File: src/design/flnp_pkg.sv
`timescale 1ns / 1ps
`default_nettype none

package flnp_pkg;

    localparam int NODES      = 64;
    localparam int IDX_W      = $clog2(NODES);
    localparam int LINK_W     = $clog2(NODES + 1);
    localparam int CNT_W      = $clog2(NODES + 1);
    localparam int VALUE_W    = 32;
    localparam int FIFO_DEPTH = 2;
    localparam int FIFO_PTR_W = $clog2(FIFO_DEPTH);
    localparam int FIFO_CNT_W = $clog2(FIFO_DEPTH + 1);

    // link value that marks the end of a list
    localparam logic [LINK_W-1:0] NULL_LINK = LINK_W'(NODES);

    typedef enum logic [1:0] {
        OP_ALLOC = 2'd0,
        OP_FREE  = 2'd1,
        OP_ADD   = 2'd2,
        OP_TRAV  = 2'd3
    } op_t;

    typedef struct packed {
        op_t                op;
        logic               idx_ok;
        logic [IDX_W-1:0]   idx;
        logic [VALUE_W-1:0] value;
    } cmd_t;

endpackage

`default_nettype wire

File: src/design/flnp_front.sv
`timescale 1ns / 1ps
`default_nettype none

module flnp_front
    import flnp_pkg::*;
(
    input  wire logic                 s_tvalid,
    output logic                      s_tready,
    input  wire logic [39:0]          s_tdata,   // node_index[5:0], value[37:6]
    input  wire logic [1:0]           s_tuser,   // kind[1:0]
    input  wire logic                 q_ready,
    output logic                      q_push,
    output cmd_t                      q_cmd
);

    logic [IDX_W-1:0] idx;

    assign idx      = s_tdata[IDX_W-1:0];
    assign s_tready = q_ready;
    assign q_push   = s_tvalid && q_ready;

    // decode kind, range-check the node index for free
    always_comb
    begin
        q_cmd.op     = op_t'(s_tuser);
        q_cmd.idx    = idx;
        q_cmd.idx_ok = (LINK_W'(idx) < NULL_LINK);
        q_cmd.value  = s_tdata[IDX_W +: VALUE_W];
    end

endmodule

`default_nettype wire

File: src/design/flnp_cmd_fifo.sv
`timescale 1ns / 1ps
`default_nettype none

module flnp_cmd_fifo
    import flnp_pkg::*;
(
    input  wire logic clk,
    input  wire logic rst_n,
    input  wire logic push,
    input  wire cmd_t push_cmd,
    output logic      ready,
    input  wire logic pop,
    output logic      not_empty,
    output cmd_t      head_cmd
);

    cmd_t                  slot_reg [FIFO_DEPTH];
    logic [FIFO_PTR_W-1:0] wr_ptr_reg, wr_ptr_next;
    logic [FIFO_PTR_W-1:0] rd_ptr_reg, rd_ptr_next;
    logic [FIFO_CNT_W-1:0] cnt_reg, cnt_next;
    logic                  do_push, do_pop;

    assign ready     = (cnt_reg != FIFO_CNT_W'(FIFO_DEPTH));
    assign not_empty = (cnt_reg != '0);
    assign head_cmd  = slot_reg[rd_ptr_reg];
    assign do_push   = push && ready;
    assign do_pop    = pop && not_empty;

    always_comb
    begin
        wr_ptr_next = wr_ptr_reg;
        rd_ptr_next = rd_ptr_reg;
        cnt_next    = cnt_reg;
        if (do_push)
        begin
            wr_ptr_next = (wr_ptr_reg == FIFO_PTR_W'(FIFO_DEPTH - 1)) ? '0 : wr_ptr_reg + 1'b1;
        end
        if (do_pop)
        begin
            rd_ptr_next = (rd_ptr_reg == FIFO_PTR_W'(FIFO_DEPTH - 1)) ? '0 : rd_ptr_reg + 1'b1;
        end
        if (do_push && !do_pop)
        begin
            cnt_next = cnt_reg + 1'b1;
        end
        else if (do_pop && !do_push)
        begin
            cnt_next = cnt_reg - 1'b1;
        end
    end

    always_ff @(posedge clk or negedge rst_n)
    begin
        if (!rst_n)
        begin
            wr_ptr_reg <= '0;
            rd_ptr_reg <= '0;
            cnt_reg    <= '0;
        end
        else
        begin
            wr_ptr_reg <= wr_ptr_next;
            rd_ptr_reg <= rd_ptr_next;
            cnt_reg    <= cnt_next;
        end
    end

    always_ff @(posedge clk)
    begin
        if (do_push)
        begin
            slot_reg[wr_ptr_reg] <= push_cmd;
        end
    end

endmodule

`default_nettype wire

File: src/design/flnp_back.sv
`timescale 1ns / 1ps
`default_nettype none

module flnp_back
    import flnp_pkg::*;
(
    input  wire logic          clk,
    input  wire logic          rst_n,
    input  wire logic          cmd_valid,
    input  wire cmd_t          cmd,
    output logic               cmd_pop,
    output logic               m_tvalid,
    input  wire logic          m_tready,
    output logic [47:0]        m_tdata,   // node_out[5:0], value_out[37:6], used_count[44:38]
    output logic [0:0]         m_tuser,   // status[0]
    output logic               m_tlast
);

    typedef enum logic [2:0] {
        S_IDLE = 3'b001,
        S_READ = 3'b010,
        S_OUT  = 3'b100
    } state_t;

    state_t state_reg, state_next;

    // pool state
    logic [LINK_W-1:0]  free_head_reg, free_head_next;
    logic [LINK_W-1:0]  list_head_reg, list_head_next;
    logic [CNT_W-1:0]   cnt_reg, cnt_next;

    // operation in flight
    op_t                op_reg, op_next;
    logic [IDX_W-1:0]   cur_reg, cur_next;
    logic [IDX_W-1:0]   k_reg, k_next;
    logic [LINK_W-1:0]  nxt_reg, nxt_next;
    logic [VALUE_W-1:0] val_hold_reg, val_hold_next;

    // pending result
    logic               res_status_reg, res_status_next;
    logic [IDX_W-1:0]   res_node_reg, res_node_next;
    logic [VALUE_W-1:0] res_value_reg, res_value_next;
    logic               res_last_reg, res_last_next;

    // output register
    logic               out_valid_reg, out_valid_next;
    logic               out_status_reg;
    logic [IDX_W-1:0]   out_node_reg;
    logic [VALUE_W-1:0] out_value_reg;
    logic               out_last_reg;
    logic [CNT_W-1:0]   out_cnt_reg;
    logic               out_load;

    // memories; link entries not yet written read as index + 1
    logic [LINK_W-1:0]  link_mem  [NODES];
    logic [VALUE_W-1:0] value_mem [NODES];
    logic [NODES-1:0]   link_vld_reg;
    logic [IDX_W-1:0]   rd_addr;
    logic [LINK_W-1:0]  link_rd_reg;
    logic [VALUE_W-1:0] value_rd_reg;
    logic               vld_rd_reg;
    logic [IDX_W-1:0]   addr_rd_reg;
    logic [LINK_W-1:0]  link_eff;

    logic               link_we;
    logic [IDX_W-1:0]   link_waddr;
    logic [LINK_W-1:0]  link_wdata;
    logic               value_we;

    assign link_eff = vld_rd_reg ? link_rd_reg : (LINK_W'(addr_rd_reg) + 1'b1);

    always_comb
    begin
        state_next      = state_reg;
        free_head_next  = free_head_reg;
        list_head_next  = list_head_reg;
        cnt_next        = cnt_reg;
        op_next         = op_reg;
        cur_next        = cur_reg;
        k_next          = k_reg;
        nxt_next        = nxt_reg;
        val_hold_next   = val_hold_reg;
        res_status_next = res_status_reg;
        res_node_next   = res_node_reg;
        res_value_next  = res_value_reg;
        res_last_next   = res_last_reg;
        cmd_pop         = 1'b0;
        out_load        = 1'b0;
        rd_addr         = cur_reg;
        link_we         = 1'b0;
        link_waddr      = cur_reg;
        link_wdata      = list_head_reg;
        value_we        = 1'b0;

        case (state_reg)
            S_IDLE:
            begin
                if (cmd_valid)
                begin
                    cmd_pop         = 1'b1;
                    op_next         = cmd.op;
                    val_hold_next   = cmd.value;
                    res_status_next = 1'b0;
                    res_node_next   = '0;
                    res_value_next  = '0;
                    res_last_next   = 1'b1;
                    case (cmd.op)
                        OP_ALLOC, OP_ADD:
                        begin
                            if (free_head_reg >= NULL_LINK)
                            begin
                                res_status_next = 1'b1;   // pool full
                                state_next      = S_OUT;
                            end
                            else
                            begin
                                rd_addr    = free_head_reg[IDX_W-1:0];
                                cur_next   = free_head_reg[IDX_W-1:0];
                                state_next = S_READ;
                            end
                        end
                        OP_FREE:
                        begin
                            if (cmd.idx_ok)
                            begin
                                link_we        = 1'b1;
                                link_waddr     = cmd.idx;
                                link_wdata     = free_head_reg;
                                free_head_next = LINK_W'(cmd.idx);
                                if (cnt_reg != '0)
                                begin
                                    cnt_next = cnt_reg - 1'b1;
                                end
                            end
                            state_next = S_OUT;
                        end
                        OP_TRAV:
                        begin
                            if (list_head_reg >= NULL_LINK)
                            begin
                                res_status_next = 1'b1;   // list empty
                                state_next      = S_OUT;
                            end
                            else
                            begin
                                rd_addr    = list_head_reg[IDX_W-1:0];
                                cur_next   = list_head_reg[IDX_W-1:0];
                                k_next     = '0;
                                state_next = S_READ;
                            end
                        end
                        default:
                        begin
                            state_next = S_OUT;
                        end
                    endcase
                end
            end

            S_READ:
            begin
                if (op_reg == OP_TRAV)
                begin
                    res_status_next = 1'b0;
                    res_node_next   = cur_reg;
                    res_value_next  = value_rd_reg;
                    res_last_next   = (link_eff >= NULL_LINK) || (k_reg == IDX_W'(NODES - 1));
                    nxt_next        = link_eff;
                end
                else
                begin
                    // pop the free head: link of the popped node is the new head
                    free_head_next = link_eff;
                    if (cnt_reg < CNT_W'(NODES))
                    begin
                        cnt_next = cnt_reg + 1'b1;
                    end
                    if (op_reg == OP_ADD)
                    begin
                        value_we       = 1'b1;
                        link_we        = 1'b1;
                        link_waddr     = cur_reg;
                        link_wdata     = list_head_reg;
                        list_head_next = LINK_W'(cur_reg);
                    end
                    res_status_next = 1'b0;
                    res_node_next   = cur_reg;
                    res_value_next  = '0;
                    res_last_next   = 1'b1;
                end
                state_next = S_OUT;
            end

            S_OUT:
            begin
                if (!out_valid_reg || m_tready)
                begin
                    out_load = 1'b1;
                    if ((op_reg == OP_TRAV) && !res_last_reg)
                    begin
                        cur_next   = nxt_reg[IDX_W-1:0];
                        rd_addr    = nxt_reg[IDX_W-1:0];
                        k_next     = k_reg + 1'b1;
                        state_next = S_READ;
                    end
                    else
                    begin
                        state_next = S_IDLE;
                    end
                end
            end

            default:
            begin
                state_next = S_IDLE;
            end
        endcase
    end

    always_comb
    begin
        out_valid_next = out_valid_reg;
        if (out_load)
        begin
            out_valid_next = 1'b1;
        end
        else if (m_tready)
        begin
            out_valid_next = 1'b0;
        end
    end

    always_ff @(posedge clk or negedge rst_n)
    begin
        if (!rst_n)
        begin
            state_reg     <= S_IDLE;
            free_head_reg <= '0;
            list_head_reg <= NULL_LINK;
            cnt_reg       <= '0;
            op_reg        <= OP_ALLOC;
            out_valid_reg <= 1'b0;
            link_vld_reg  <= '0;
        end
        else
        begin
            state_reg     <= state_next;
            free_head_reg <= free_head_next;
            list_head_reg <= list_head_next;
            cnt_reg       <= cnt_next;
            op_reg        <= op_next;
            out_valid_reg <= out_valid_next;
            if (link_we)
            begin
                link_vld_reg[link_waddr] <= 1'b1;
            end
        end
    end

    always_ff @(posedge clk)
    begin
        cur_reg        <= cur_next;
        k_reg          <= k_next;
        nxt_reg        <= nxt_next;
        val_hold_reg   <= val_hold_next;
        res_status_reg <= res_status_next;
        res_node_reg   <= res_node_next;
        res_value_reg  <= res_value_next;
        res_last_reg   <= res_last_next;
        if (out_load)
        begin
            out_status_reg <= res_status_reg;
            out_node_reg   <= res_node_reg;
            out_value_reg  <= res_value_reg;
            out_last_reg   <= res_last_reg;
            out_cnt_reg    <= cnt_reg;
        end
    end

    // link memory, registered read
    always_ff @(posedge clk)
    begin
        if (link_we)
        begin
            link_mem[link_waddr] <= link_wdata;
        end
        link_rd_reg <= link_mem[rd_addr];
        vld_rd_reg  <= link_vld_reg[rd_addr];
        addr_rd_reg <= rd_addr;
    end

    // value memory, registered read
    always_ff @(posedge clk)
    begin
        if (value_we)
        begin
            value_mem[cur_reg] <= val_hold_reg;
        end
        value_rd_reg <= value_mem[rd_addr];
    end

    assign m_tvalid = out_valid_reg;
    assign m_tlast  = out_last_reg;
    assign m_tuser  = out_status_reg;
    assign m_tdata  = {3'b000, out_cnt_reg, out_value_reg, out_node_reg};

endmodule

`default_nettype wire

File: src/design/free_list_node_pool.sv
// free_list_node_pool: array-based free-list node allocator with one data list.
// Steps: free goes IDLE, OUT to the output register; allocate/add go IDLE, READ, OUT;
// traverse goes IDLE, READ, OUT to the first node, then READ, OUT per further node
// (one registered link/value read each). The back end serves one request at a time.
// Reset (rst_n, async, active low): empty pool, free list 0..NODES-1, empty list,
// count 0. No clearing pass; link entries not yet written read as index + 1.
`timescale 1ns / 1ps
`default_nettype none

module free_list_node_pool
    import flnp_pkg::*;
(
    input  wire logic        clk,
    input  wire logic        rst_n,
    // request side
    input  wire logic        s_tvalid,
    output logic             s_tready,
    input  wire logic [39:0] s_tdata,    // node_index[5:0], value[37:6], zero pad
    input  wire logic [1:0]  s_tuser,    // kind[1:0]
    // result side
    output logic             m_tvalid,
    input  wire logic        m_tready,
    output logic [47:0]      m_tdata,    // node_out[5:0], value_out[37:6], used_count[44:38]
    output logic [0:0]       m_tuser,    // status[0]
    output logic             m_tlast     // last result of the request
);

    logic q_ready;
    logic q_push;
    cmd_t q_cmd;
    logic q_not_empty;
    logic q_pop;
    cmd_t q_head;

    // front: decode kind, check index
    flnp_front u_front
    (
        .s_tvalid (s_tvalid),
        .s_tready (s_tready),
        .s_tdata  (s_tdata),
        .s_tuser  (s_tuser),
        .q_ready  (q_ready),
        .q_push   (q_push),
        .q_cmd    (q_cmd)
    );

    // short command queue decoupling front from back
    flnp_cmd_fifo u_fifo
    (
        .clk       (clk),
        .rst_n     (rst_n),
        .push      (q_push),
        .push_cmd  (q_cmd),
        .ready     (q_ready),
        .pop       (q_pop),
        .not_empty (q_not_empty),
        .head_cmd  (q_head)
    );

    // back: link/value memories, list heads, result register
    flnp_back u_back
    (
        .clk       (clk),
        .rst_n     (rst_n),
        .cmd_valid (q_not_empty),
        .cmd       (q_head),
        .cmd_pop   (q_pop),
        .m_tvalid  (m_tvalid),
        .m_tready  (m_tready),
        .m_tdata   (m_tdata),
        .m_tuser   (m_tuser),
        .m_tlast   (m_tlast)
    );

endmodule

`default_nettype wire

File: config.mk
export PLATFORM = sky130hd
export DESIGN_NAME = free_list_node_pool
export DESIGN_NICKNAME = d
export VERILOG_FILES = /design/src/design/flnp_pkg.sv /design/src/design/flnp_front.sv /design/src/design/flnp_cmd_fifo.sv /design/src/design/flnp_back.sv /design/src/design/free_list_node_pool.sv
export SDC_FILE = /design/constraint.sdc
export NUM_CORES = 2
export LEC_CHECK = 0
export ABC_AREA = 0
export ABC_CLOCK_PERIOD_IN_PS = 6600
export BUFFER_PORTS_ARGS = -buffer_cell sky130_fd_sc_hd__buf_2
export CORE_MARGIN = 2
export CORE_UTILIZATION = 35
export DETAILED_ROUTE_END_ITERATION = 8
export PLACE_DENSITY = 0.52
export SKIP_LAST_GASP = 1
export SLEW_MARGIN = 15
export SYNTH_ARGS = -nofsm -noshare
export SYNTH_HDL_FRONTEND = slang
export SYNTH_SLANG_ARGS = --single-unit
File: constraint.sdc
create_clock -name clk -period 6.6 [get_ports clk]
set_input_delay 0.66 -clock clk [delete_from_list [all_inputs] [get_ports clk]]
set_output_delay 0.66 -clock clk [all_outputs]
set_load 0.01 [all_outputs]
After elaboration in Yosys (flattened, before gate mapping)
Memory sizes are Yosys's and may differ from the RTL's. A register that Yosys moved wholly into a read port is not among the register bits.
Index checks and enable logic that the tools add are counted.

word-level totals
  RAM bits = 2,576
  output and inout port bits = 52
  memory bits (read-only) = 0
  memories = 3
  logic and storage cells = 174
  latch bits = 0
  bits in registers = 233

operators by class
  multiplexer cells = 81
  equal/unequal tests = 20
  div/mod/pow operators = 0
  magnitude comparators = 7
  shifts and indexed selects = 0
  reduce and logical (&&, ||, !) cells = 29
  bitwise gates (word level) = 2
  $mul = 0
  add/sub/neg operators = 8

memory list
  name              words  bits a word  read ports  clocked after Yosys merged registers in  wr ports  line                 RTL
  u_back.value_mem  64     32           1           1                                        1         flnp_back.sv:56      logic [VALUE_W-1:0] value_mem [NODES];
  u_back.link_mem   64     7            1           1                                        1         flnp_back.sv:55      logic [LINK_W-1:0] link_mem [NODES];
  u_fifo.slot_reg   2      40           1           0                                        1         flnp_cmd_fifo.sv:17  cmd_t slot_reg [FIFO_DEPTH];

operators by type and width
  cell                   number
  $mux W7                15
  $mux W6                15
  $mux W32               2
  $or A64 B64 Y64        1
  $pmux W32 S2           1
  $pmux W6 S2            4
  $pmux W7 S2            2
  $mux W1                27
  $ge A7 B7 Y1 const B   3
  $pmux W3 S3            2
  $lt A6 B7 Y1 const B   2
  $ne A2 B2 Y1 const B   7
  $mux W3                4
  $reduce_bool A2 Y1     5
  $eq A2 B2 Y1 const B   4
  $ne A2 B1 Y1 const B   4
  $pmux W1 S2            4
  $reduce_and A2 Y1      4
  $add A6 B1 Y7 const B  1
  $add A7 B1 Y7 const B  1
  $logic_and A1 B1 Y1    7
  $lt A7 B7 Y1 const B   1
  $reduce_and A7 Y1      1
  $reduce_bool A7 Y1     1
  22 further kinds       29

Longest topological paths before layout
An unclocked memory read counts as a cell.

  depth in word-level cells = 10
  mapped depth = 14
  mapped depth without buffers = 11

Cells and area by module
Synthesis repeated with hierarchy kept, for this count alone.

unflattened totals
  cells, all modules = 7,082
  area total of the unflattened synthesis = 112,299.0 sq um

modules (own cells, without submodules)
  module         sequential area each (sq um)  area each (sq um)  cells each  instances
  flnp_back      82,086.2                      108,617.9          6,892       1
  flnp_cmd_fifo  2,562.5                       3,355.7            146         1
  flnp_front     0.0                           325.3              44          1

Worst setup path before layout
No wires, ideal clock.

  path kind = reg2reg
  start = register u_fifo.cnt_reg[0]
  end = memory u_back.link_mem[0][0] (netlist name) (data pin)
  path slack = 1,912 ps
  period minus slack after synthesis = 4,688 ps
  path buffers = 3
  arrival = 3,986 ps
  stages on the path, launching flop included = 7
  required time = 5,898 ps
  cell sequence = dfrtp_1 clkbuf_1 o21ai_2 nor2_1 clkbuf_1 buf_1 o21ai_0

on the way
  word-level cells in the longest chain between the ends = 3

RTL lines
  what                      line                 RTL
  start: declaration        flnp_cmd_fifo.sv:20  logic [FIFO_CNT_W-1:0] cnt_reg, cnt_next;
  start signal: assignment  flnp_cmd_fifo.sv:64  cnt_reg <= cnt_next;
  $reduce_bool A2 Y1        flnp_cmd_fifo.sv:24  assign not_empty = (cnt_reg != '0);
  $mux W7                   flnp_back.sv:98      if (cmd_valid)
  $mux W7                   n/a
  net u_back.link_wdata[0]  flnp_back.sv:67      logic [LINK_W-1:0] link_wdata;
  end: declaration          flnp_back.sv:55

The timed path passes the listed nets, and every way through them passes these cells.

Final worst setup path
  start = register u_back.state_reg[0]
  end = register u_back.value_rd_reg[21] (read register of u_back.value_mem)

on the way
  word-level cells in the longest chain between the ends = 2
  elaborated cells between the ends (all ways) = 3
  those cells by class = eq/ne: 2; mux: 1

RTL lines
  what                                                 line              RTL
  start: declaration                                   flnp_back.sv:25   state_t state_reg, state_next;
  start signal: assignment                             flnp_back.sv:247  state_reg <= state_next;
  $eq A3 B3 Y1 / $eq A3 B1 Y1 (equally long branches)  flnp_back.sv:95   case (state_reg)
  $pmux W6 S2 (*)                                      flnp_back.sv:95
  end: declaration                                     flnp_back.sv:60   logic [VALUE_W-1:0] value_rd_reg;

Every way passes the cells marked *; elsewhere a longest branch is shown, timed or not.
A chain may end at the register's enable or synchronous reset.

==> metrics.md <==
| Metric | Value |
|---|---|
| Status | `complete, no violations` |
| CTS tree | `yes` |
| Vias per inst | `5.25` |
| Starting DRT DRC Count | `5685` |
| Pre-CTS setup slack | `1.43 ns` |
| CP Buf/Inv Count | `3` |
| Layout Utilization | `40.2%` |
| TritonRoute pass-1 iters | `5` |
| Antenna viol nets, final | `0` |
| Tmin final | `5.30 ns` |
| Skew-Pair Late Insertion Delay | `0.86 ns` |
| Layout cells sized above 1 | `15.3%` |
| Layout net count | `7635` |
| Largest net degree at the start of global routing | `146` |
| Htree depth | `5` |
| Gp weighted congestion | `0.804` |
| Die ar. | `0.323 sq mm` |
| Worst R2R End | `u_back.value_rd_reg[21]` |
| RSZ-0062 raised after global routing | `false` |
| CP max stage delay | `0.82 ns` |
| Part of the cycle the worst path needs | `80.3%` |
| Die H | `568 um` |
| Number of global-route vias before repair | `62.0k` |
| Ys Warns | `0` |
| Post-synth top cells | `2707 x edfxtp_1, 1575 x nand2_1, 615 x nand3_1` |
| Num CTS Buffers | `296` |
| Final setup vio count | `0` |
| Core area | `0.317 sq mm` |
| Setup WS post-layout | `1.30 ns` |
| I/O Pins | `98` |
| Tightest Pin Transition | `1.16 ns` |
| Largest register FFs | `2048` |
| Cell with the most instances after synthesis | `edfxtp_1` |
| Crit Path Category | `reg -> reg` |
| Area leader, netlist | `edfxtp_1` |
| Worst R2R Path Depth | `11` |
| Post-synth EDFFs | `2707` |
| Post-Route WL | `297000 um` |
| Seq/Total Area, Yosys | `76.0%` |
| Vias post-DR | `63.0k` |
| P&R area growth vs syn | `14.6%` |
| CTS root buf | `clkbuf_16` |
| GRT Total Usage | `17.9%` |
| Flops & latches, synth | `2848` |
| Reg2reg start | `u_back.state_reg[0]` |
| Max cap viols | `0` |
| Crit-path cells | `nor3b_2, o21ai_2, clkinv_1, a21oi_2, a221oi_4, inv_8, nor2_4, buf_12, nand3_1, a41oi_1, o211ai_1` |
| Initial antenna violation count | `5` |
| Worst Path Required | `7.27 ns` |
| Num rows | `207` |
| Final Skew | `0.0470 ns` |
| Cell family with most CP delay | `compound AO/OA/AOI/OAI gates` |
| Count of different cell masters after synthesis | `65` |
| Critical Path Fanout Max | `96` |
| Clk buf depth | `4` |
| WP data arrival | `5.97 ns` |
| Leak | `44.4 nW` |
| Global-route wire length before repair | `430000 um` |
| WL per Instance | `24.8 um` |
| Post-synth top area share | `73.0%` |
| Setup TNS | `0 ns` |
| Hold_ws | `0.134 ns` |
| CP Capture Type | `register` |
| Slew headroom | `22.4%` |
| Crit path launch type | `register` |
| Mean Syn Cell Area | `15.1 sq um` |
| Clk pin slew, worst setup/hold paths | `0.06 ns` |
| Syn Std Cell Area | `0.111 sq mm` |
| Slew Viols, Final | `0` |
| Initial Utilization | `35.1%` |
| Synth area leaders | `edfxtp_1 73%, nand2_1 5.3%, mux2i_1 3.3%, nand3_1 2.8%, mux2_2 2.1%` |
| # DRC | `0` |
| R2r setup slk | `1.30 ns` |
| Port Buf Inserts | `92` |
| Slowest-stage cell, CP | `a221oi_4` |
| Fillers | `28.8k` |
| Hold Path Depth | `3` |
| Ys flop type | `edfxtp_1` |
| Asr flop ratio synth | `3.34%` |
| Max VDD drop | `0.000509 V` |
| Final hold violations | `0` |
| DP Wirelength | `167000 um` |
| Worst hold endpoint | `u_back.m_tvalid` |
| Clk sinks | `2848` |
| Die W | `568 um` |
| Gr ovfl total | `0` |
| Hold_sp | `m_tready` |
| Total Power | `60.5 mW` |
| PD cells | `474 mW/mm^2` |
| Min-delay worst type | `in -> reg` |
| Synth Instances | `7383` |
| Fmax achieved | `189 MHz` |
worst register-to-register path: cells and delay by family, from the launching register on:
family | cells | cell delay, ns
compound gates | 5 | 2.31
simple gates | 3 | 1.12
buf+inv | 3 | 1.12
flops | 1 | 0.56
layout by cell type, fill, tap and decap left out, types with 27 or more instances in the layout:
master / instances
a41oi_1: 40
mux2i_1: 369
buf_2: 91
dfxtp_1: 46
buf_4: 184
dlygate4sd3_1: 41
o211ai_1: 42
or2_2: 65
bufinv_16: 27
mux2_2: 204
nor2_1: 103
o2111ai_1: 41
o21ai_0: 104
mux4_2: 80
a31oi_1: 82
dfrtp_1: 92
clkbuf_16: 302
nand3_1: 614
o211a_1: 40
nand4_1: 41
a21oi_1: 58
nand2_1: 1573
and2_1: 44
a21o_1: 86
a221oi_1: 60
clkinv_1: 51
and3_1: 160
clkinv_2: 54
edfxtp_1: 2707
clkbuf_1: 55
nor2_4: 71
o21ai_1: 82
layer usage:
metal / vias up / part of all wire [%] / global-route usage, %
li1: 28100 / - / -
met4: 0 / 2.2 / 4.39
met3: 387 / 6.2 / 2.69
met5: - / 0 / 0
met1: 32500 / 43 / 24.7
met2: 1953 / 48 / 29.8
cell families (layout without fill, tap and decap cells):
logic type / after synthesis / in the layout / synth area share [%]
buffers and inverters: 458 / 881 / 1.71
AO/OA/AOI/OAI: 677 / 677 / 4.38
multiplexers: 656 / 656 / 7.03
adder cells (fa/ha/maj): 10 / 10 / 0.119
flip-flops: 2848 / 2848 / 76.0
XOR/XNOR: 19 / 19 / 0.149
AND/OR/NAND/NOR: 2714 / 2714 / 10.7
other: 1 / 5 / 0.00337
worst max-delay path by stage:
stage / startpoint / to / slack (ns) / cells past startpoint
4_1_cts: u_back.state_reg[0] / u_back.value_rd_reg[21] / 1.42 / 11
3_5_place_dp: u_back.state_reg[0] / u_back.value_rd_reg[21] / 1.43 / 11
2_1_floorplan: u_fifo.cnt_reg[0] / u_back.link_mem[0][0] / 1.91 / 6
6_report: u_back.state_reg[0] / u_back.value_rd_reg[21] / 1.30 / 11
3_3_place_gp: u_back.state_reg[0] / u_back.value_rd_reg[3] / 1.40 / 11
5_1_grt: u_back.state_reg[0] / u_back.value_rd_reg[7] / 1.15 / 14
stage by stage:
step / std cells / area [sq um]
detailed placement: 11400 / 118000
global placement: 11400 / 118000
global route: 12000 / 128000
floorplan: 7385 / 111000
CTS: 12000 / 128000
finish: 12000 / 128000
repair_timing:
| item | CTS | global route |
|---|---|---|
| setup endpoints to repair | 0 | 0 |
| resized for setup | 0 | 0 |
| setup buffers | 0 | 0 |
| hold buffers | 41 | 0 |
| hold endpoints to repair | 120 | 0 |
power breakdown:
part           switching [mW]  leakage (nW)  total [mW]  internal (mW)
Combinational            14.3          13.6        20.7           6.41
Clock                    6.86          4.66        16.5           9.66
Sequential              0.421          26.0        23.3           22.9
area by class of cell:
class	instances	area [sq um]	area share, %
Tap cell	4180	5230	4.10
Clock inverter	151	1460	1.14
Timing Repair Buffer	339	2720	2.13
Antenna cell	2	5.00	0.00392
Multi-Input combinational cell	4079	25500	20.0
Clock buffer	376	8030	6.29
Inverter	15	76.3	0.0598
Sequential cell	2848	84600	66.3
Power figures use the tool's default switching activity.
